--- config.mk ---
export PLATFORM = sky130hd
export DESIGN_NAME = rpf_queue
export DESIGN_NICKNAME = d
export VERILOG_FILES = /design/src/rtl/rpf_pkg.sv /design/src/rtl/rpf_queue.sv
export SDC_FILE = /design/constraint.sdc
export NUM_CORES = 1
export LEC_CHECK = 0
export ABC_AREA = 1
export BUFFER_PORTS_ARGS = -buffer_cell sky130_fd_sc_hd__buf_2
export CAP_MARGIN = 15
export CELL_PAD_IN_SITES_DETAIL_PLACEMENT = 0
export CELL_PAD_IN_SITES_GLOBAL_PLACEMENT = 1
export CORE_UTILIZATION = 35
export CTS_BUF_LIST = sky130_fd_sc_hd__clkbuf_2 sky130_fd_sc_hd__clkbuf_4 sky130_fd_sc_hd__clkbuf_8
export DETAILED_ROUTE_END_ITERATION = 7
export PLACE_DENSITY_LB_ADDON = 0.1
export RECOVER_POWER = 50
export SLEW_MARGIN = 10
export SYNTH_ARGS = -nofsm -noshare
export SYNTH_HDL_FRONTEND = slang
export SYNTH_SLANG_ARGS = --single-unit
--- constraint.sdc ---
create_clock -name clk -period 4.8 [get_ports clk]
set_clock_uncertainty 0.2 [all_clocks]
set_input_delay 0.24 -clock clk [delete_from_list [all_inputs] [get_ports clk]]
set_output_delay 0.24 -clock clk [all_outputs]
set_load 0.01 [all_outputs]
--- src/rtl/rpf_pkg.sv ---
// Shared constants, types and helper functions of the RGB pixel filter.
`default_nettype none
package rpf_pkg;

	localparam int MAX_WIDTH  = 2048;
	localparam int MAX_HEIGHT = 2048;

	localparam int COL_W = $clog2(MAX_WIDTH);
	localparam int WD_W  = $clog2(MAX_WIDTH + 1);
	localparam int HT_W  = $clog2(MAX_HEIGHT + 1);
	localparam int ROW_W = $clog2(MAX_HEIGHT + 5);
	localparam int S_W   = ((WD_W > ROW_W) ? WD_W : ROW_W) + 2;

	localparam int CFG_IDX_W  = 2;
	localparam int CFG_DATA_W = 12;
	localparam int CFG_DIM_W  = 12;

	localparam int LINE_W = 48;

	typedef enum logic [CFG_IDX_W-1:0] {
		REG_MODE,
		REG_FACTOR,
		REG_WIDTH,
		REG_HEIGHT
	} cfg_reg_t;

	typedef enum logic [2:0] {
		MODE_DARKEN,
		MODE_BRIGHTEN,
		MODE_NEGATIVE,
		MODE_GRAYSCALE,
		MODE_BINARIZE,
		MODE_SOBEL,
		MODE_GAUSS_LAP,
		MODE_PASS
	} mode_t;

	// [0] red, [1] green, [2] blue
	typedef logic [2:0][7:0] rgb_t;
	// [y][x] rows top to bottom, columns left to right
	typedef logic [2:0][2:0][2:0][7:0] win_t;

	typedef struct packed {
		rgb_t             pix;
		logic             pt_ok;
		logic             pt_end;
		logic             s_c0;
		logic             s_g1;
		logic             s_g2;
		logic             b_ok;
		logic             b_end;
		logic             l_c0;
		logic             l_g1;
		logic             l_g2;
		logic             l_ok;
		logic             l_end;
		logic [COL_W-1:0] s_addr;
		logic [COL_W-1:0] l_addr;
	} desc_t;

	function automatic logic [7:0] clamp8(input logic signed [12:0] x);
		logic [7:0] y;
		if (x < 13'sd0)
			y = 8'd0;
		else if (x > 13'sd255)
			y = 8'd255;
		else
			y = x[7:0];
		return y;
	endfunction

	// floor(s / 3) for s up to 765 by reciprocal multiply
	function automatic logic [7:0] div3(input logic [9:0] s);
		logic [19:0] prod;
		prod = 20'(s) * 20'd683;
		return prod[18:11];
	endfunction

endpackage
`default_nettype wire

--- src/rtl/rpf_queue.sv ---
// Two-entry queue between the front end and the filter pipeline.
`default_nettype none
module rpf_queue (
	input  wire logic           clk,
	input  wire logic           arst_n,
	input  wire logic           push,
	input  rpf_pkg::desc_t      push_data,
	output logic                full,
	input  wire logic           pop,
	output logic                head_vld,
	output rpf_pkg::desc_t      head_data
);
	import rpf_pkg::*;

	desc_t      mem_q [2];
	logic       wr_q, rd_q;
	logic [1:0] cnt_q;

	assign full      = (cnt_q == 2'd2);
	assign head_vld  = (cnt_q != 2'd0);
	assign head_data = mem_q[rd_q];

	always_ff @(posedge clk or negedge arst_n) begin
		if (!arst_n) begin
			wr_q  <= 1'b0;
			rd_q  <= 1'b0;
			cnt_q <= 2'd0;
		end else begin
			if (push)
				wr_q <= !wr_q;
			if (pop)
				rd_q <= !rd_q;
			cnt_q <= cnt_q + 2'(push) - 2'(pop);
		end
	end

	always_ff @(posedge clk) begin
		if (push)
			mem_q[wr_q] <= push_data;
	end
endmodule
`default_nettype wire

==> impl_metrics.yaml <==
clock_tree:
  htreeDepth: 4
  numCtsBuffers: 17
  clk_pin_slew_ns: 0.06
  cts_setup_buffers: 0
  postCtsHoldBufs: 62
  root_buffer: "clkbuf_8"
  cts.sinks: 120
  cts_tree: "done"
  cts_resized: 0
  max-clock-path-buffers: 2
  clock_latency_ns: 0.43
setup_path:
  cp_data_required_time_ns: 4.36
  worst_setup_path_start_kind: "flop"
  ff2ff_path_depth: 3
  cp-end-kind: "output port"
  crit_arrival_ns: 2.28
  critPathMaxFanout: 68
  crit_type: "flop to output port"
grt:
  busiest_layer: "met2"
  grtUsageMet2_pct: 21.54
  use_met3_pct: 5.019
  met1_usage_pct: 15.39
  grt_start_max_net_pins: 69
  grt_pass1_wl_um: 13830
  grt_antenna_before_repair: 0
  grt_pass1_vias: 2858
  grt.total_usage_pct: 13.40
  grt.overflow.total: 0
timing:
  period_share_pct: 56.63
  final.setup.tns_ns: 0
  tightestPinTransition_ns: 1.121
  fin_ws_ns: 2.082
  max_slew_margin_pct: 25.16
  rsz0062_at_grt: "false"
  hold_violations: 0
  drv_slew: 0
  period_needed_ns: 2.718
  finalSetupViolations: 0
  max_freq_ghz: 0.3679
floorplan:
  dieArea_um2: 13990
  fp.dieH_um: 118.3
  start_util_pct: 35.89
  core-area_um2: 13190
  dieWidth_um: 118.3
  io_pins: 122
  rows: 42
drt:
  dr.pass1.iters: 6
  vias: 2978
  drt_iter0_markers: 142
  ant_nets: 0
  drt_wl_total_um: 8683
  wl_per_cell_um: 12.25
  drc: 0
  vias_per_cell: 4.200
flow_run:
  drv_cap: 0
final_layout:
  syn_to_final_growth_pct: 34.31
  nNetsFinal: 585
  drive_gt1_share_pct: 32.46
  diodes: 0
synthesis:
  yosysWarnings: 0
  synth-seq-cells: 120
  netlist_area_um2: 4733
  yosysSeqAreaShare_pct: 75.71
  syn-instance-count: 328
  synth_nets: 392
  avgSynthCellArea_um2: 14.43
  ys_types: 17
pwr:
  leakagePower_nw: 2.612
  p_comb_share_pct: 30.4
  p_seq_share_pct: 47.3
  cellPowerDensity_nw_per_um2: 517.7
  p_clk_share_pct: 22.4
  swShare_pct: 33.90
  internal-power_mw: 2.175
  power.switching_mw: 1.116
  irDropWorstVdd_mv: 0.2350
min_path:
  hp-class: "input pin to flop"
  min_delay_path_depth: 2
run_status:
  status: "finished, final reports clean"
placement:
  place_worst_setup_slack_ns: 2.474
  portBuffers: 121
  hpwl_um: 5346
  place_congestion: 0.6984
## final timing paths
kind,from,to,slack [ns]
setup / recovery,rd_q,head_data[17],2.08
hold / removal,push_data[10],mem_q[1][10],0.33
setup reg to reg,wr_q,mem_q[1][33],2.31
hold reg to reg,wr_q,wr_q,0.36
max in group asynchronous,arst_n,rd_q,3.67
min in group asynchronous,arst_n,cnt_q[0],0.52
## routing by layer
metal	part of all wire (%)	routed length [um]	vias up
met5	0	0	-
met2	48	4191	86
met1	44	3816	1385
met3	5.8	500	14
met4	2.0	176	0
li1	-	-	1493
## registers in the layout, indices dropped and copies added (netlist names)
register  count
cnt_q         2
rd_q          1
mem_q       116
wr_q          1
## worst max-delay path, stage by stage (launching register included)
cell and delay (ns):
dfrtp_4 1.00, buf_4 0.46, nand2_1 0.08, o21ai_0 0.11, buf_2 0.18
## logic make-up after synthesis
family          Yosys count  share of synthesized area [%]
buf+inv                  78                          7.877
flops                   120                          75.71
simple gates             68                          7.005
compound gates           58                          8.512
xor+xnor                  2                         0.3701
fa+ha+maj                 2                         0.5286
## power by group through the flow
stage / clock network (mW) / registers (mW) / logic (mW)
after detailed placement: 0 / 1.58 / 0.992
after global routing: 0.802 / 1.59 / 1.12
after CTS: 0.766 / 1.56 / 1.04
final: 0.736 / 1.56 / 1.00
after global placement: 0 / 1.58 / 0.983
after floorplan: 0 / 1.47 / 0.769
## Yosys cell counts
master / n / area, um2
nand3_1: 1 / 5.000
nand2_1: 35 / 131.4
clkbuf_4: 1 / 7.510
nand2_2: 30 / 187.7
buf_12: 3 / 60.06
xor2_1: 2 / 17.52
nor2_1: 2 / 7.510
o21ai_0: 27 / 135.1
inv_1: 65 / 244.0
buf_2: 7 / 35.03
buf_6: 1 / 11.26
ha_1: 2 / 25.02
o21ai_2: 30 / 262.8
buf_8: 1 / 15.01
dfrtp_1: 4 / 100.1
edfxtp_1: 116 / 3483
o21ai_1: 1 / 5.000
## layout make-up
type                            count  area [um2]
Fill cell                        1248        6833
Sequential cell                   120        3587
Timing Repair Buffer              187        1205
Multi-Input combinational cell    130       784.5
Clock buffer                       24       286.5
Inverter                           65       244.0
Tap cell                          176       220.2
Clock inverter                      7       30.03
## placed cells by master, fill, tap and decap left out, drive strengths merged, types with 4 or more instances in the layout
| cell type | instances |
|---|---|
| clkbuf | 68 |
| inv | 65 |
| nand2 | 65 |
| dfrtp | 4 |
| dlygate4sd3 | 62 |
| buf | 81 |
| clkinv | 7 |
| o21ai | 58 |
| edfxtp | 116 |
## per-stage QoR
step	power, mW	instances	utilization [%]	instance area, um2	hold WS [ns]
after detailed placement	2.575	616	41.48	5472	-0.1429
after global routing	3.505	709	48.20	6357	0.3017
final	3.291	709	48.20	6357	0.3278
after global placement	2.559	616	41.48	5472	-0.1462
after floorplan	2.241	328	-	4733	-0.2556
after CTS	3.364	709	48.59	6409	0.2969
Note: power is estimated with default switching activity, not from simulation.
