File: src/rtl/rpf_pkg.sv
// Shared constants, types and helper functions of the RGB pixel filter.
`default_nettype none
package rpf_pkg;

	localparam int MAX_WIDTH  = 2048;
	localparam int MAX_HEIGHT = 2048;

	localparam int COL_W = $clog2(MAX_WIDTH);
	localparam int WD_W  = $clog2(MAX_WIDTH + 1);
	localparam int HT_W  = $clog2(MAX_HEIGHT + 1);
	localparam int ROW_W = $clog2(MAX_HEIGHT + 5);
	localparam int S_W   = ((WD_W > ROW_W) ? WD_W : ROW_W) + 2;

	localparam int CFG_IDX_W  = 2;
	localparam int CFG_DATA_W = 12;
	localparam int CFG_DIM_W  = 12;

	localparam int LINE_W = 48;

	typedef enum logic [CFG_IDX_W-1:0] {
		REG_MODE,
		REG_FACTOR,
		REG_WIDTH,
		REG_HEIGHT
	} cfg_reg_t;

	typedef enum logic [2:0] {
		MODE_DARKEN,
		MODE_BRIGHTEN,
		MODE_NEGATIVE,
		MODE_GRAYSCALE,
		MODE_BINARIZE,
		MODE_SOBEL,
		MODE_GAUSS_LAP,
		MODE_PASS
	} mode_t;

	// [0] red, [1] green, [2] blue
	typedef logic [2:0][7:0] rgb_t;
	// [y][x] rows top to bottom, columns left to right
	typedef logic [2:0][2:0][2:0][7:0] win_t;

	typedef struct packed {
		rgb_t             pix;
		logic             pt_ok;
		logic             pt_end;
		logic             s_c0;
		logic             s_g1;
		logic             s_g2;
		logic             b_ok;
		logic             b_end;
		logic             l_c0;
		logic             l_g1;
		logic             l_g2;
		logic             l_ok;
		logic             l_end;
		logic [COL_W-1:0] s_addr;
		logic [COL_W-1:0] l_addr;
	} desc_t;

	function automatic logic [7:0] clamp8(input logic signed [12:0] x);
		logic [7:0] y;
		if (x < 13'sd0)
			y = 8'd0;
		else if (x > 13'sd255)
			y = 8'd255;
		else
			y = x[7:0];
		return y;
	endfunction

	// floor(s / 3) for s up to 765 by reciprocal multiply
	function automatic logic [7:0] div3(input logic [9:0] s);
		logic [19:0] prod;
		prod = 20'(s) * 20'd683;
		return prod[18:11];
	endfunction

endpackage
`default_nettype wire

File: src/rtl/rpf_if.sv
// Stream channel interfaces for pixels in and treated pixels out.
`default_nettype none
interface rpf_in_if;
	logic       valid;
	logic       ready;
	logic [7:0] red_in;
	logic [7:0] green_in;
	logic [7:0] blue_in;
	logic       frame_start;
	modport source(output valid, output red_in, output green_in, output blue_in,
		output frame_start, input ready);
	modport sink(input valid, input red_in, input green_in, input blue_in,
		input frame_start, output ready);
endinterface

`default_nettype wire

File: src/rtl/rpf_front.sv
// Front end: raster position tracking and per-beat classification.
`default_nettype none
module rpf_front (
	input  wire logic                   clk,
	input  wire logic                   arst_n,
	rpf_in_if.sink                      pix_in,
	input  wire logic [rpf_pkg::WD_W-1:0] w_eff,
	input  wire logic [rpf_pkg::HT_W-1:0] h_eff,
	input  wire logic                   q_full,
	output logic                        q_push,
	output rpf_pkg::desc_t              q_desc
);
	import rpf_pkg::*;

	localparam logic signed [S_W-1:0] ZERO = '0;
	localparam logic signed [S_W-1:0] ONE  = S_W'(1);
	localparam logic signed [S_W-1:0] TWO  = S_W'(2);
	localparam logic signed [S_W-1:0] FOUR = S_W'(4);

	logic [ROW_W-1:0] row_q, r;
	logic [COL_W-1:0] col_q, c;
	logic signed [S_W-1:0] rs, cs, ws, hs, si, sj, li, lj;
	logic c0, lc0;

	assign pix_in.ready = !q_full;
	assign q_push       = pix_in.valid && !q_full;

	always_comb begin
		r   = pix_in.frame_start ? '0 : row_q;
		c   = pix_in.frame_start ? '0 : col_q;
		rs  = S_W'(r);
		cs  = S_W'(c);
		ws  = S_W'(w_eff);
		hs  = S_W'(h_eff);
		c0  = (c == '0);
		// window center of the first stage lags by one row and one pixel
		si  = c0 ? rs - TWO : rs - ONE;
		sj  = c0 ? ws - ONE : cs - ONE;
		lc0 = (sj == ZERO);
		li  = lc0 ? si - TWO : si - ONE;
		lj  = lc0 ? ws - ONE : sj - ONE;

		q_desc.pix    = {pix_in.blue_in, pix_in.green_in, pix_in.red_in};
		q_desc.pt_ok  = rs < hs;
		q_desc.pt_end = (rs == hs - ONE) && (cs == ws - ONE);
		q_desc.s_c0   = c0;
		q_desc.s_g1   = rs >= ONE;
		q_desc.s_g2   = rs >= TWO;
		q_desc.b_ok   = (si >= ZERO) && (si < hs);
		q_desc.b_end  = (si == hs - ONE) && (sj == ws - ONE);
		q_desc.l_c0   = lc0;
		q_desc.l_g1   = si >= ONE;
		q_desc.l_g2   = si >= TWO;
		q_desc.l_ok   = (li >= ZERO) && (li < hs);
		q_desc.l_end  = (li == hs - ONE) && (lj == ws - ONE);
		q_desc.s_addr = c;
		q_desc.l_addr = sj[COL_W-1:0];
	end

	always_ff @(posedge clk or negedge arst_n) begin
		if (!arst_n) begin
			row_q <= '0;
			col_q <= '0;
		end else if (q_push) begin
			if (cs + ONE < ws) begin
				col_q <= c + 1'b1;
				row_q <= r;
			end else begin
				col_q <= '0;
				// park the row counter well past the frame
				row_q <= (rs < hs + FOUR) ? r + 1'b1 : r;
			end
		end
	end
endmodule
`default_nettype wire

File: src/flat_wrapper.sv
// flat-port wrapper written by rule: the top's interface ports become plain ports
module rpf_front_flat import rpf_pkg::*;
  (clk, arst_n, w_eff, h_eff, q_full, q_push, q_desc, pix_in_valid, pix_in_red_in, pix_in_green_in, pix_in_blue_in, pix_in_frame_start, pix_in_ready);
  rpf_in_if pix_in_i ();
  input  wire logic clk;
  input  wire logic arst_n;
  input  wire logic [rpf_pkg::WD_W-1:0] w_eff;
  input  wire logic [rpf_pkg::HT_W-1:0] h_eff;
  input  wire logic q_full;
  output logic q_push;
  output rpf_pkg::desc_t q_desc;
  input wire logic [$bits(pix_in_i.valid)-1:0] pix_in_valid;
  input wire logic [$bits(pix_in_i.red_in)-1:0] pix_in_red_in;
  input wire logic [$bits(pix_in_i.green_in)-1:0] pix_in_green_in;
  input wire logic [$bits(pix_in_i.blue_in)-1:0] pix_in_blue_in;
  input wire logic [$bits(pix_in_i.frame_start)-1:0] pix_in_frame_start;
  output wire logic [$bits(pix_in_i.ready)-1:0] pix_in_ready;
  assign pix_in_i.valid = pix_in_valid;
  assign pix_in_i.red_in = pix_in_red_in;
  assign pix_in_i.green_in = pix_in_green_in;
  assign pix_in_i.blue_in = pix_in_blue_in;
  assign pix_in_i.frame_start = pix_in_frame_start;
  assign pix_in_ready = pix_in_i.ready;
  rpf_front u_core (.clk(clk), .arst_n(arst_n), .pix_in(pix_in_i), .w_eff(w_eff), .h_eff(h_eff), .q_full(q_full), .q_push(q_push), .q_desc(q_desc));
endmodule
File: config.mk
export PLATFORM = sky130hd
export DESIGN_NAME = rpf_front_flat
export DESIGN_NICKNAME = d
export VERILOG_FILES = /design/src/rtl/rpf_pkg.sv /design/src/rtl/rpf_if.sv /design/src/rtl/rpf_front.sv /design/src/flat_wrapper.sv
export SDC_FILE = /design/constraint.sdc
export NUM_CORES = 1
export LEC_CHECK = 0
export BUFFER_PORTS_ARGS = -buffer_cell sky130_fd_sc_hd__buf_2
export CAP_MARGIN = 10
export CORE_ASPECT_RATIO = 1.5
export CORE_MARGIN = 5
export CORE_UTILIZATION = 49
export CTS_CLUSTER_DIAMETER = 200
export DETAILED_ROUTE_END_ITERATION = 10
export PLACE_DENSITY = 0.83
export SYNTH_ARGS = -nofsm -noshare
export SYNTH_HDL_FRONTEND = slang
export SYNTH_SLANG_ARGS = --single-unit
export TNS_END_PERCENT = 5
File: constraint.sdc
create_clock -name clk -period 8.2 [get_ports clk]
set_clock_uncertainty 0.15 [all_clocks]
set_input_delay 0.82 -clock clk [delete_from_list [all_inputs] [get_ports clk]]
set_output_delay 0.82 -clock clk [all_outputs]
set_load 0.01 [all_outputs]
==> metrics.md, run 1 <==
| Metric | Value |
|---|---|
| Worst Tran Pin Value | 0.929 ns |
| Detail Route Antenna Nets | 0 |
| Worst stage delay on the critical path | 0.60 ns |
| Asr flop ratio synth | 1.00 |
| Worst EP required | 7.23 ns |
| Die X | approximately 100 um |
| Logic pwr share | 0.719 |
| Boundary Pins | 113 |
| Setup bufs post-CTS | 0 |
| GRT Total Usage | 0.245 |
| Peak VDD IR | 0.0718 mV |
| Synth cell types | 80 |
| CP endpoint kind | output pin |
| DRC Markers | 0 |
| Area fraction of the dominant cell type after synthesis | 0.146 |
| Most common cell on crit path | o21a_1 |
| Prevailing post-synth register cell | dfrtp_1 |
| Layout cells sized above 1 | 0.123 |
| Fmax | approximately 130 MHz |
| Run status | finished clean |
| Core area | 12100 sq um |
| #FFs+latches synth | 23 |
| Ranking of synthesized cells by area | ha_1, xnor2_1, dfrtp_1 |
| Max-cap viol count | 0 |
| Clock share of power | 0.129 |
| WHS | 0.364 ns |
| Power, Total | 0.000825 W |
| Crit path DAT | approximately 6.7 ns |
| Global-route wire length before repair | 29700 um |
| Syn avg cell area | between 7 and 8 sq um |
| Nets | 982 |
| Largest net degree at the start of global routing | 46 |
| Grt peak-use layer | met2 |
| H-tree depth | 1 |
| P_sw | 0.000404 W |
| Post-CTS resize count | 0 |
| Design area | roughly 6400 sq um |
| Final Hold Vio Count | 0 |
| HP Class | flop to flop |
| Full die area | 14700 sq um |
| Worst-path clk slew | 0.06 ns |
| Net Sw Frac | 0.489 |
| Via count | around 6300 |
| Total grt overflow | 0 |
| Port Buffer Count | 64 |
| Dpl cell area | 6320 sq um |
| Min Tclk post-route | 7.69 ns |
| Crit path from | pix_in_frame_start |
| Antenna violations before repair | 0 |
| Grt met3 use | 0.0301 |
| # diodes | 0 |
| TNS Setup | 0 ns |
| Num rows | 49 |
| Final setup violating endpoints | 0 |
| CTS buffer count | 3 |
| Max FO, Critical Path | 19 |
| GR Layer Usage met2 | 0.435 |
| Clock latency on the worst-skew pair | 0.26 ns |
| Crit Path Class | input pin to output pin |
| Syn Std Cell Area | 6060 sq um |
| Cell count after synthesis | 839 |
| Layout fillers | 1202 |
| EDFF count, synth | 0 |
| Post-Route WL | 18800 um |
| Pre-Repair DR Iteration Count | 5 |
| CTS max path bufs | 2 |
| Initial Util | 0.502 |
| Sequential share of power | 0.153 |
| RD Place Congestion | 1.02 |
| RSZ-0062 raised after global routing | no |
| Number of clock sinks | 23 |
| CTS tree | done |
| Area leader, netlist | ha_1 |
| Worst Hold Launch | u_core.row_q[1]$_DFFE_PN0P_ |
| Vias per cell | 6.19 |
| FF/Latch Area | 576 sq um |
| PwrDens | 129 nW/um^2 |
| Die Ht | 146 um |
| Slew Viols, Final | 0 |
| Layout area overhead | 5.53% |
| Starting DRC count in detailed routing | 424 |
| Internal Pwr Total | between 0.0004 and 0.0005 W |
| Net Count, Synth | slightly below 1000 |
| Worst Setup Start Kind | input pin |
| Slew HR | 0.380 |
| Multi-input logic area | 4910 sq um |
| Syn. warnings | 0 |
| Final period util | 0.937 |
| Routed WL per cell | 18.6 um |
| Root buffer cell | clkbuf_16 |
| # hold bufs at CTS | 0 |
| GR Layer Usage met1 | 0.282 |
| Vias in the first global route | 5946 |
| Critical Path Slowest Stage Cell | or4b_1 |
| Pleak | 2.78 nW |
| Worst reg2reg path startpoint | u_core.col_q[0]$_DFFE_PN0P_ |
| HPWL reported at the end of detailed placement | 15400 um |
| Sequential fraction of the synthesis area | 0.0949 |
-- power by group through the flow --
stage / registers [W] / clock network (W) / logic, W
5_1_grt: 0.000127 / 0.000112 / 0.000652
2_1_floorplan: 0.000124 / 0 / 0.000440
6_report: 0.000126 / 0.000106 / 0.000593
3_5_place_dp: 0.000128 / 0 / 0.000584
3_3_place_gp: 0.000127 / 0 / 0.000574
4_1_cts: 0.000126 / 0.000107 / 0.000588
-- cell families (layout without fill, tap and decap cells) --
group | after synthesis | in the layout | share of synthesized area
flip-flops | 23 | 23 | 0.0949
AO/OA/AOI/OAI | 177 | 177 | 0.199
multiplexers | 10 | 10 | 0.0184
adder cells (fa/ha/maj) | 71 | 71 | 0.146
XOR/XNOR | 114 | 114 | 0.170
buffers and inverters | 125 | 143 | 0.0980
AND/OR/NAND/NOR | 319 | 319 | 0.273
-- sequential cells by signal (all words and copies together), names as in the netlist --
name	cells
u_core.col_q	11
u_core.row_q	12
-- routing by layer --
layer	up-vias	wire [um]	share of wire
li1	2991	-	-
met1	2863	6850	0.36
met2	312	9620	0.51
met3	87	1290	0.068
met4	0	1060	0.056
met5	-	0	0
-- worst max-delay path: cells and delay by family --
family	cells	cell delay (ns)
adder cells (fa/ha/maj)	3	0.64
AND/OR/NAND/NOR	9	2.20
AO/OA/AOI/OAI	13	2.34
buffers and inverters	5	0.70
-- synthesized netlist by cell type (all sizes together), types with 3 or more instances --
| cell | instances |
|---|---|
| nand4 | 21 |
| nand2b | 14 |
| nand3b | 3 |
| mux2i | 7 |
| o32ai | 3 |
| o31a | 3 |
| o21a | 19 |
| a31oi | 9 |
| o211ai | 6 |
| a311oi | 3 |
| nor4 | 13 |
| o21ai | 31 |
| o22ai | 8 |
| nand3 | 34 |
| xor2 | 36 |
| a21boi | 5 |
| clkbuf | 25 |
| nand2 | 84 |
| mux2 | 3 |
| or4b | 3 |
| dfrtp | 23 |
| buf | 37 |
| o41ai | 7 |
| a21o | 8 |
| or3 | 5 |
| nor2b | 20 |
| xnor2 | 77 |
| a211oi | 7 |
| or2 | 4 |
| ha | 71 |
| nor2 | 67 |
| nor3 | 27 |
| a2111oi | 3 |
| inv | 62 |
| a41oi | 4 |
| and4 | 3 |
| or4 | 5 |
| o31ai | 4 |
| a21oi | 35 |
| nor4b | 4 |
| and2 | 6 |
-- path summary, 6_finish.rpt --
check | endpoint | slack [ns] | cells past startpoint
setup reg to reg | u_core.row_q[4]$_DFFE_PN0P_ | 3.79 | 15
setup / recovery | q_desc[23] | 0.51 | 30
hold reg to reg | u_core.row_q[1]$_DFFE_PN0P_ | 0.36 | 2
max in group asynchronous | u_core.col_q[2]$_DFFE_PN0P_ | 7.17 | 1
min in group asynchronous | u_core.row_q[7]$_DFFE_PN0P_ | 0.38 | 1
hold / removal | u_core.row_q[1]$_DFFE_PN0P_ | 0.36 | 2
-- layout make-up --
class | count | area share
Multi-Input combinational cell | 691 | 0.767
Sequential cell | 23 | 0.0899
Inverter | 63 | 0.0370
Clock buffer | 4 | 0.0123
Tap cell | 153 | 0.0299
Timing Repair Buffer | 76 | 0.0641
-- cell usage in the layout (no fill, tap or decap), types with 3 or more instances in the layout --
cell / instances
nand3_1: 34
o32ai_1: 3
a21oi_1: 34
nor4_1: 9
mux2i_1: 6
nor4b_1: 3
buf_4: 12
inv_1: 62
or3_1: 4
dfrtp_1: 23
nand2_1: 83
or2_2: 3
nand2b_1: 14
nand3b_1: 3
clkbuf_16: 3
nor4_2: 3
and4_1: 3
o41ai_1: 7
xnor2_1: 76
or4_1: 4
a21o_1: 8
and2_1: 6
o21a_1: 19
a211oi_1: 7
nand4_1: 21
buf_2: 64
a41oi_1: 4
o22ai_1: 8
a21boi_0: 5
nor2b_1: 19
ha_1: 70
o211ai_1: 6
o21ai_0: 29
a31oi_1: 9
xor2_1: 36
o31a_1: 3
nor3_1: 27
nor2_1: 67
o31ai_1: 4
a311oi_1: 3
-- stage by stage --
step | worst slack [ns] | util | cells
after detailed placement | 0.561 | 0.523 | 1006
after CTS | 0.527 | 0.530 | 1010
after floorplan | 0.0200 | - | 839
after global routing | 0.0937 | 0.530 | 1010
final | 0.515 | 0.530 | 1010
after global placement | 0.674 | 0.523 | 1006
Note: power is estimated with default switching activity, not from simulation.
==> run 2, diff against run 1 <==
--- a/config.mk
+++ b/config.mk
@@ -5,6 +5,7 @@
 export SDC_FILE = /design/constraint.sdc
 export NUM_CORES = 1
 export LEC_CHECK = 0
+export ABC_AREA = 1
 export BUFFER_PORTS_ARGS = -buffer_cell sky130_fd_sc_hd__buf_2
 export CAP_MARGIN = 10
 export CORE_ASPECT_RATIO = 1.5
@@ -12,7 +13,7 @@
 export CORE_UTILIZATION = 49
 export CTS_CLUSTER_DIAMETER = 200
 export DETAILED_ROUTE_END_ITERATION = 10
-export PLACE_DENSITY = 0.83
+export PLACE_DENSITY = 0.82
 export SYNTH_ARGS = -nofsm -noshare
 export SYNTH_HDL_FRONTEND = slang
 export SYNTH_SLANG_ARGS = --single-unit
==> run 2 against run 1 <==
Cell count rose by 34%. Synthesized cell count rose by 38%. Critical endpoint unchanged. Clock power barely moved. Setup slack improved by 1.4 ns. Register-to-register slack improved by 0.33 ns. Utilization fell by 1.4 points. First-iteration DRC count rose by 19%. Largest cell class unchanged. Area after synthesis rose by 14%. Global-route usage rose by 3.7 points.
==> metrics.md, run 2 <==
| Metric | Value |
|---|---|
| Register-to-Register Path Depth | 17 (+2) |
| Post-Route WL | 23700 um (+26%) |
| CTS tree | done |
| CP endpoint kind | output pin |
| Root buffer cell | clkbuf_16 |
| Vias per cell | 5.72 (-7.6%) |
| Worst-path clk slew | 0.06 ns (about the same) |
| Largest net degree at the start of global routing | 35 (-24%) |
| Global-route wire length before repair | 37400 um (+26%) |
| Area leader, netlist | nand2_1 |
| Vias in the first global route | 7241 (+22%) |
| Critical path's top delay family | simple AND/OR/NAND/NOR gates |
| Asr flop ratio synth | 1.00 (unchanged) |
| Max reg flops | 12 (unchanged) |
| Syn avg cell area | 5.93 sq um (-18%) |
| H-tree depth | 1 (unchanged) |
| Die X | 107 um (+5.9%) |
| Via count | 7761 (+24%) |
| Antenna violations before repair | 0 (unchanged) |
| # diodes | 0 (unchanged) |
| Sequential share of power | 0.151 (-0.002) |
| Fmax | 160 MHz (+23%) |
| Initial Util | 0.495 (-0.00742) |
| RD Place Congestion | 1.00 (-2.3%) |
| EDFF count, synth | 0 (unchanged) |
| Total grt overflow | 0 (unchanged) |
| Run status | finished clean |
| Hold path cells | 2 (unchanged) |
| Most common cell after layout, fill and taps aside | nand2_1 |
| Worst EP required | 7.23 ns (about the same) |
| Syn Std Cell Area | 6890 sq um (+14%) |
| Max-cap viol count | 0 (unchanged) |
| Max FO, Critical Path | 34 (+15) |
| Cell count after synthesis | 1162 (+38%) |
| GRT Total Usage | 0.282 (+0.0368) |
| Worst stage delay on the critical path | 0.35 ns (-0.25 ns) |
| Place WS | 2.01 ns (+1.45 ns) |
| Setup bufs post-CTS | 0 (unchanged) |
| Starting DRC count in detailed routing | 505 (+19%) |
| Area fraction of the dominant cell type after synthesis | 0.182 (+0.0355) |
| Slew HR | 0.399 (+0.0185) |
| Placed instance count | 1353 (+34%) |
| DRC Markers | 0 (unchanged) |
| Boundary Pins | 113 (unchanged) |
| Most common cell on crit path | nand2_1 |
| Sequential fraction of the synthesis area | 0.0835 (-0.0114) |
| Num rows | 53 (+8.2%) |
| Final setup violating endpoints | 0 (unchanged) |
| Min Tclk post-route | 6.24 ns (-1.45 ns) |
| # hold bufs at CTS | 0 (unchanged) |
| Top reg by flops | u_core.row_q |
| Port Buffer Count | 64 (unchanged) |
| Most frequent cell after synthesis | nand2_1 |
| Worst Setup Start Kind | input pin |
| Bufs and invs on worst path | 4 (-1) |
| Clock share of power | 0.132 (+0.003) |
| RSZ-0062 raised after global routing | no |
| Die Ht | 155 um (+6.1%) |
| Ranking of synthesized cells by area | nand2_1, ha_1, nand3_1 |
| Pre-Repair DR Iteration Count | 5 (unchanged) |
| Syn. warnings | 0 (unchanged) |
| CTS max path bufs | 2 (unchanged) |
| Post-CTS resize count | 0 (unchanged) |
| Synth cell count leaders | nand2_1, inv_1, nand3_1, nor2_1, ha_1 |
| Critical path depth | 28 (-6.7%) |
| Prevailing post-synth register cell | dfrtp_1 |
| #FFs+latches synth | 23 (unchanged) |
| Layout area overhead | 4.30% |
| Net Sw Frac | 0.545 (+0.0560) |
| Number of clock sinks | 23 (unchanged) |
| Largest registers | u_core.row_q (12), u_core.col_q (11) |
| Full die area | 16600 sq um (+12%) |
| PwrDens | 110 nW/um^2 (-15%) |
| Slew Viols, Final | 0 (unchanged) |
| Clock latency on the worst-skew pair | 0.25 ns (about the same) |
| Core area | 13900 sq um (+15%) |
| Synth cell types | 52 (-35%) |
| Crit Path Class | input pin to output pin |
| Design area | 7190 sq um (+12%) |
| Internal Pwr Total | 0.000359 W (-15%) |
| Most frequent cells in the layout | nand2_1, inv_1, nand3_1 |
| HPWL reported at the end of detailed placement | 20200 um (+31%) |
| Critical Path Slowest Stage Cell | inv_4 |
| P_sw | 0.000431 W (+6.7%) |
| WHS | 0.342 ns (-0.0220 ns) |
| Detail Route Antenna Nets | 0 (unchanged) |
| Final Hold Vio Count | 0 (unchanged) |
| Final period util | 0.760 (-0.177) |
| Nets | 1317 (+34%) |
| Logic pwr share | 0.717 (-0.002) |
| Worst Tran Pin Value | 0.879 ns (-0.0504 ns) |
| Fin cells | 1357 (+34%) |
| CTS buffer count | 3 (unchanged) |
| Crit path DAT | 5.27 ns (-1.45 ns) |
| R2R setup slack | 4.12 ns (+0.33 ns) |
| Layout cells sized above 1 | 0.135 (+0.0125) |
| Peak VDD IR | 0.136 mV (+90%) |
| TNS Setup | 0 ns (unchanged) |
| Net Count, Synth | 1286 (+34%) |
| Dpl cell area | 7110 sq um (+12%) |
| Routed WL per cell | 17.5 um (-6.2%) |
| Final worst slack | 1.96 ns (+1.45 ns) |
| Pleak | 3.96 nW (+42%) |
| HP Class | flop to flop |
| Layout fillers | 1519 (+26%) |
run 2: cell types whose count changed in the layout (fill, tap and decap cells not counted), sizes merged, moves of 22 or more:
cell and delta:
nand3 +103, nor2 +60, inv +87, nand2 +288, xnor2 -65, xor2 +22
run 2: cell families (layout without fill, tap and decap cells):
| logic type | count (synthesis) | in the layout | synth area share |
|---|---|---|---|
| muxes | 1 | 1 | 0.00145 |
| DFF | 23 | 23 | 0.0835 |
| adders and majority gates | 71 | 71 | 0.129 |
| AOI/OAI and AO/OA | 119 | 119 | 0.103 |
| buffers and inverters | 193 | 223 | 0.131 |
| and+or+nand+nor | 685 | 685 | 0.463 |
| xor gates and xnor gates | 70 | 70 | 0.0890 |
run 2: layer usage:
metal,routed length [um],share of wire,vias up,global-route usage
li1,-,-,3821,-
met1,8800,0.37,3500,0.320
met2,11700,0.50,333,0.497
met3,1280,0.054,107,0.0195
met4,1880,0.079,0,0.196
met5,0,0,-,0
run 2: stage by stage:
stage | utilization | power [W]
2_1_floorplan | - | 0.000548
3_3_place_gp | 0.510 | 0.000672
3_5_place_dp | 0.510 | 0.000678
4_1_cts | 0.516 | 0.000786
5_1_grt | 0.516 | 0.000860
6_report | 0.516 | 0.000791
run 2: tightest hold or removal path: cells and delay by family, from the launching register on:
kind | cells | cell delay (ns)
compound gates | 1 | 0.06
simple gates | 1 | 0.05
flops | 1 | 0.35
run 2: area by class of cell:
class                      count  area (sq um)  area share
timing repair buffer          66           335      0.0467
multi-input combinational    946          5410       0.753
clock buffer                   4          78.8      0.0110
sequential                    23           576      0.0801
inverter                     153           579      0.0806
tap                          165           206      0.0287
run 2: power by group through the flow:
stage	clock network [W]	registers, W	logic [W]
final	0.000104	0.000120	0.000567
after global routing	0.000113	0.000120	0.000627
after CTS	0.000108	0.000120	0.000559
after detailed placement	0	0.000122	0.000557
after global placement	0	0.000122	0.000551
after floorplan	0	0.000121	0.000427
run 2: path summary, 6_finish.rpt:
path | to | from
worst min register to register | u_core.col_q[10]$_DFFE_PN0P_ | u_core.col_q[10]$_DFFE_PN0P_
worst max-delay path | q_desc[23] | pix_in_frame_start
worst max register to register | u_core.row_q[5]$_DFFE_PN0P_ | u_core.col_q[0]$_DFFE_PN0P_
min in group asynchronous | u_core.col_q[6]$_DFFE_PN0P_ | arst_n
max in group asynchronous | u_core.row_q[7]$_DFFE_PN0P_ | arst_n
worst min-delay path | u_core.col_q[10]$_DFFE_PN0P_ | u_core.col_q[10]$_DFFE_PN0P_
==> run 3, diff against run 2 <==
--- a/config.mk
+++ b/config.mk
@@ -5,7 +5,7 @@
 export SDC_FILE = /design/constraint.sdc
 export NUM_CORES = 1
 export LEC_CHECK = 0
-export ABC_AREA = 1
+export ABC_AREA = 0
 export BUFFER_PORTS_ARGS = -buffer_cell sky130_fd_sc_hd__buf_2
 export CAP_MARGIN = 10
 export CORE_ASPECT_RATIO = 1.5
@@ -13,7 +13,7 @@
 export CORE_UTILIZATION = 49
 export CTS_CLUSTER_DIAMETER = 200
 export DETAILED_ROUTE_END_ITERATION = 10
-export PLACE_DENSITY = 0.82
+export PLACE_DENSITY = 0.8
 export SYNTH_ARGS = -nofsm -noshare
 export SYNTH_HDL_FRONTEND = slang
 export SYNTH_SLANG_ARGS = --single-unit
==> constraint.sdc (replaced) <==
create_clock -name clk -period 6 [get_ports clk]
set_clock_uncertainty 0.15 [all_clocks]
set_input_delay 0.6 -clock clk [delete_from_list [all_inputs] [get_ports clk]]
set_output_delay 0.6 -clock clk [all_outputs]
set_load 0.01 [all_outputs]
==> run 3 against run 2 <==
Wire length fell by 18%. Sequential power rose by 39%. Hold slack got worse by 0.18 ns. Global-route usage fell by 2.6 points. Critical path depth rose by 2. Clock power rose by 38%. Setup slack got worse by 1.9 ns. Count of clock-buffer cells in the layout fell by 1. Utilization rose by 6.4 points. Critical path type unchanged. Largest cell class unchanged. Highest routed layer unchanged.
==> metrics.md, run 3 (synthesized netlist as in run 1, its figures left out) <==
| Metric | Value |
|---|---|
| Largest registers | u_core.row_q (12), u_core.col_q (11) |
| Nets | 1048 (-20%) |
| Pre-Repair DR Iteration Count | 5 (unchanged) |
| HP Class | input pin to asynchronous set/reset pin |
| Layout fillers | 1126 (-26%) |
| Vias in the first global route | 6402 (-12%) |
| Placed instance count | 1070 (-21%) |
| Worst-path clk slew | 0.06 ns (about the same) |
| CTS buffer count | 3 (unchanged) |
| DRC Markers | 0 (unchanged) |
| Reg-to-reg endpoint | u_core.row_q[4]$_DFFE_PN0P_ |
| Slew HR | 0.410 (+0.0108) |
| Worst stage delay on the critical path | 0.50 ns (+0.15 ns) |
| CTS max path bufs | 2 (unchanged) |
| Most common cell on crit path | o21a_1 |
| Layout area overhead | 15.6% |
| Number of clock sinks | 23 (unchanged) |
| CTS tree | done |
| Total grt overflow | 0 (unchanged) |
| Root buffer cell | clkbuf_16 |
| Detail Route Antenna Nets | 0 (unchanged) |
| Boundary Pins | 113 (unchanged) |
| Max reg flops | 12 (unchanged) |
| Post-Route WL | 19400 um (-18%) |
| FF/Latch Area | 576 sq um (unchanged) |
| Via count | 6519 (-16%) |
| R2R setup slack | 1.79 ns (-2.33 ns) |
| Layout cells sized above 1 | 0.204 (+0.0686) |
| Worst reg2reg path startpoint | u_core.col_q[0]$_DFFE_PN0P_ |
| Run status | finished clean |
| TNS Setup | 0 ns (unchanged) |
| Worst EP required | 5.25 ns (-1.98 ns) |
| Critical Path Slowest Stage Cell | or4b_4 |
| Port Buffer Count | 64 (unchanged) |
| Peak VDD IR | 0.113 mV (-17%) |
| # diodes | 0 (unchanged) |
| Crit path DAT | 5.16 ns (-0.11 ns) |
| Num rows | 49 (-7.5%) |
| Clock latency on the worst-skew pair | 0.26 ns (about the same) |
| Worst Setup Start Kind | input pin |
| Fin cells | 1076 (-21%) |
| Core area | 12100 sq um (-13%) |
| RSZ-0062 raised after global routing | yes |
| Crit Path Class | input pin to output pin |
| Multi-input logic area | 5010 sq um (-7.4%) |
| Slew Viols, Final | 0 (unchanged) |
| Die X | 101 um (-5.6%) |
| Fmax | 169 MHz |
| Most frequent cells in the layout | nand2_1, buf_4, xnor2_1 |
| Full die area | 14700 sq um (-11%) |
| CP endpoint kind | output pin |
| H-tree depth | 1 (unchanged) |
| Min Tclk post-route | 5.91 ns |
| HPWL reported at the end of detailed placement | 16000 um (-21%) |
| Global-route wire length before repair | 31000 um (-17%) |
| Top reg by flops | u_core.row_q |
| Final period util | 0.985 |
| Antenna violations before repair | 0 (unchanged) |
| Worst Tran Pin Value | 0.882 ns (+0.00327 ns) |
| Max-cap viol count | 0 (unchanged) |
| Max FO, Critical Path | 4 (-88%) |
| Most common cell after layout, fill and taps aside | nand2_1 |
| Pleak | 3.13 nW (-21%) |
| Vias per cell | 6.06 (+5.9%) |
| Die Ht | 146 um (-5.8%) |
| Starting DRC count in detailed routing | 419 (-17%) |
| Register-to-Register Path Depth | 16 (-1) |
| Routed WL per cell | 18.0 um (+3.2%) |
| GRT Total Usage | 0.256 (-0.0257) |
| RD Place Congestion | 1.07 (+6.4%) |
| Largest net degree at the start of global routing | 56 (+60%) |
| Final setup violating endpoints | 0 (unchanged) |
| Initial Util | 0.502 (+0.00742) |
| PwrDens | 179 nW/um^2 (+63%) |
| Final Hold Vio Count | 0 (unchanged) |
run 3: changes by cell type in the layout (fill, tap and decap cells not counted), moves of 26 or more:
cell	delta
nand3_1	-97
nand2_1	-252
nor2_1	-31
nand2_2	-26
buf_4	+77
inv_1	-76
xnor2_1	+64
run 3: metal layers:
layer | up-vias | share of wire | track usage
met1 | 2965 | 0.36 | 0.278
met5 | - | 0 | 0
li1 | 3125 | - | -
met3 | 92 | 0.072 | 0.0325
met4 | 0 | 0.067 | 0.151
met2 | 337 | 0.50 | 0.462
run 3: timing repair:
action	CTS	global route
buffers inserted	2	0
pin swaps	2	1
endpoints found under the setup margin	1	2
resized for setup	6	2
hold buffers	0	0
run 3: worst max path at each step:
stage | from | endpoint | slack, ns
6_report | pix_in_frame_start | q_desc[23] | 0.09
5_1_grt | u_core.col_q[1]$_DFFE_PN0P_ | q_desc[23] | -0.24
4_1_cts | pix_in_frame_start | q_desc[23] | 0.09
3_5_place_dp | pix_in_frame_start | q_desc[23] | -0.10
3_3_place_gp | pix_in_frame_start | q_desc[23] | -0.08
2_1_floorplan | pix_in_frame_start | q_desc[23] | -1.09
run 3: power breakdown:
group / total, W / switching [W] / internal [W]
Sequential: 0.000167 / 0.00000495 / 0.000162
Clock: 0.000144 / 0.0000546 / 0.0000896
Combinational: 0.000947 / 0.000529 / 0.000418
run 3: final cells by class:
class                   instances  share of cell area
multi-input cells             691               0.715
repair buffers                142               0.130
flip-flops and latches         23              0.0821
inverters                      63              0.0345
well taps                     153              0.0273
clock buffers                   3              0.0107
clock inverters                 1            0.000714
run 3: through the flow:
stage | hold slack, ns | power [W] | worst slack [ns] | util | area (sq um)
finish | 0.164 | 0.00126 | 0.0885 | 0.580 | 7010
global route | 0.212 | 0.00135 | -0.243 | 0.580 | 7010
CTS | 0.179 | 0.00124 | 0.0898 | 0.580 | 7000
detailed placement | 0.329 | 0.00108 | -0.104 | 0.568 | 6870
global placement | 0.320 | 0.00106 | -0.0811 | 0.568 | 6870
floorplan | 0.154 | 0.000800 | -1.09 | - | 6220
run 3: critical path: cells and delay by family:
family	cells	cell delay, ns
adder cells (fa/ha/maj)	3	0.53
AO/OA/AOI/OAI	13	1.98
AND/OR/NAND/NOR	9	1.55
buffers and inverters	5	0.45
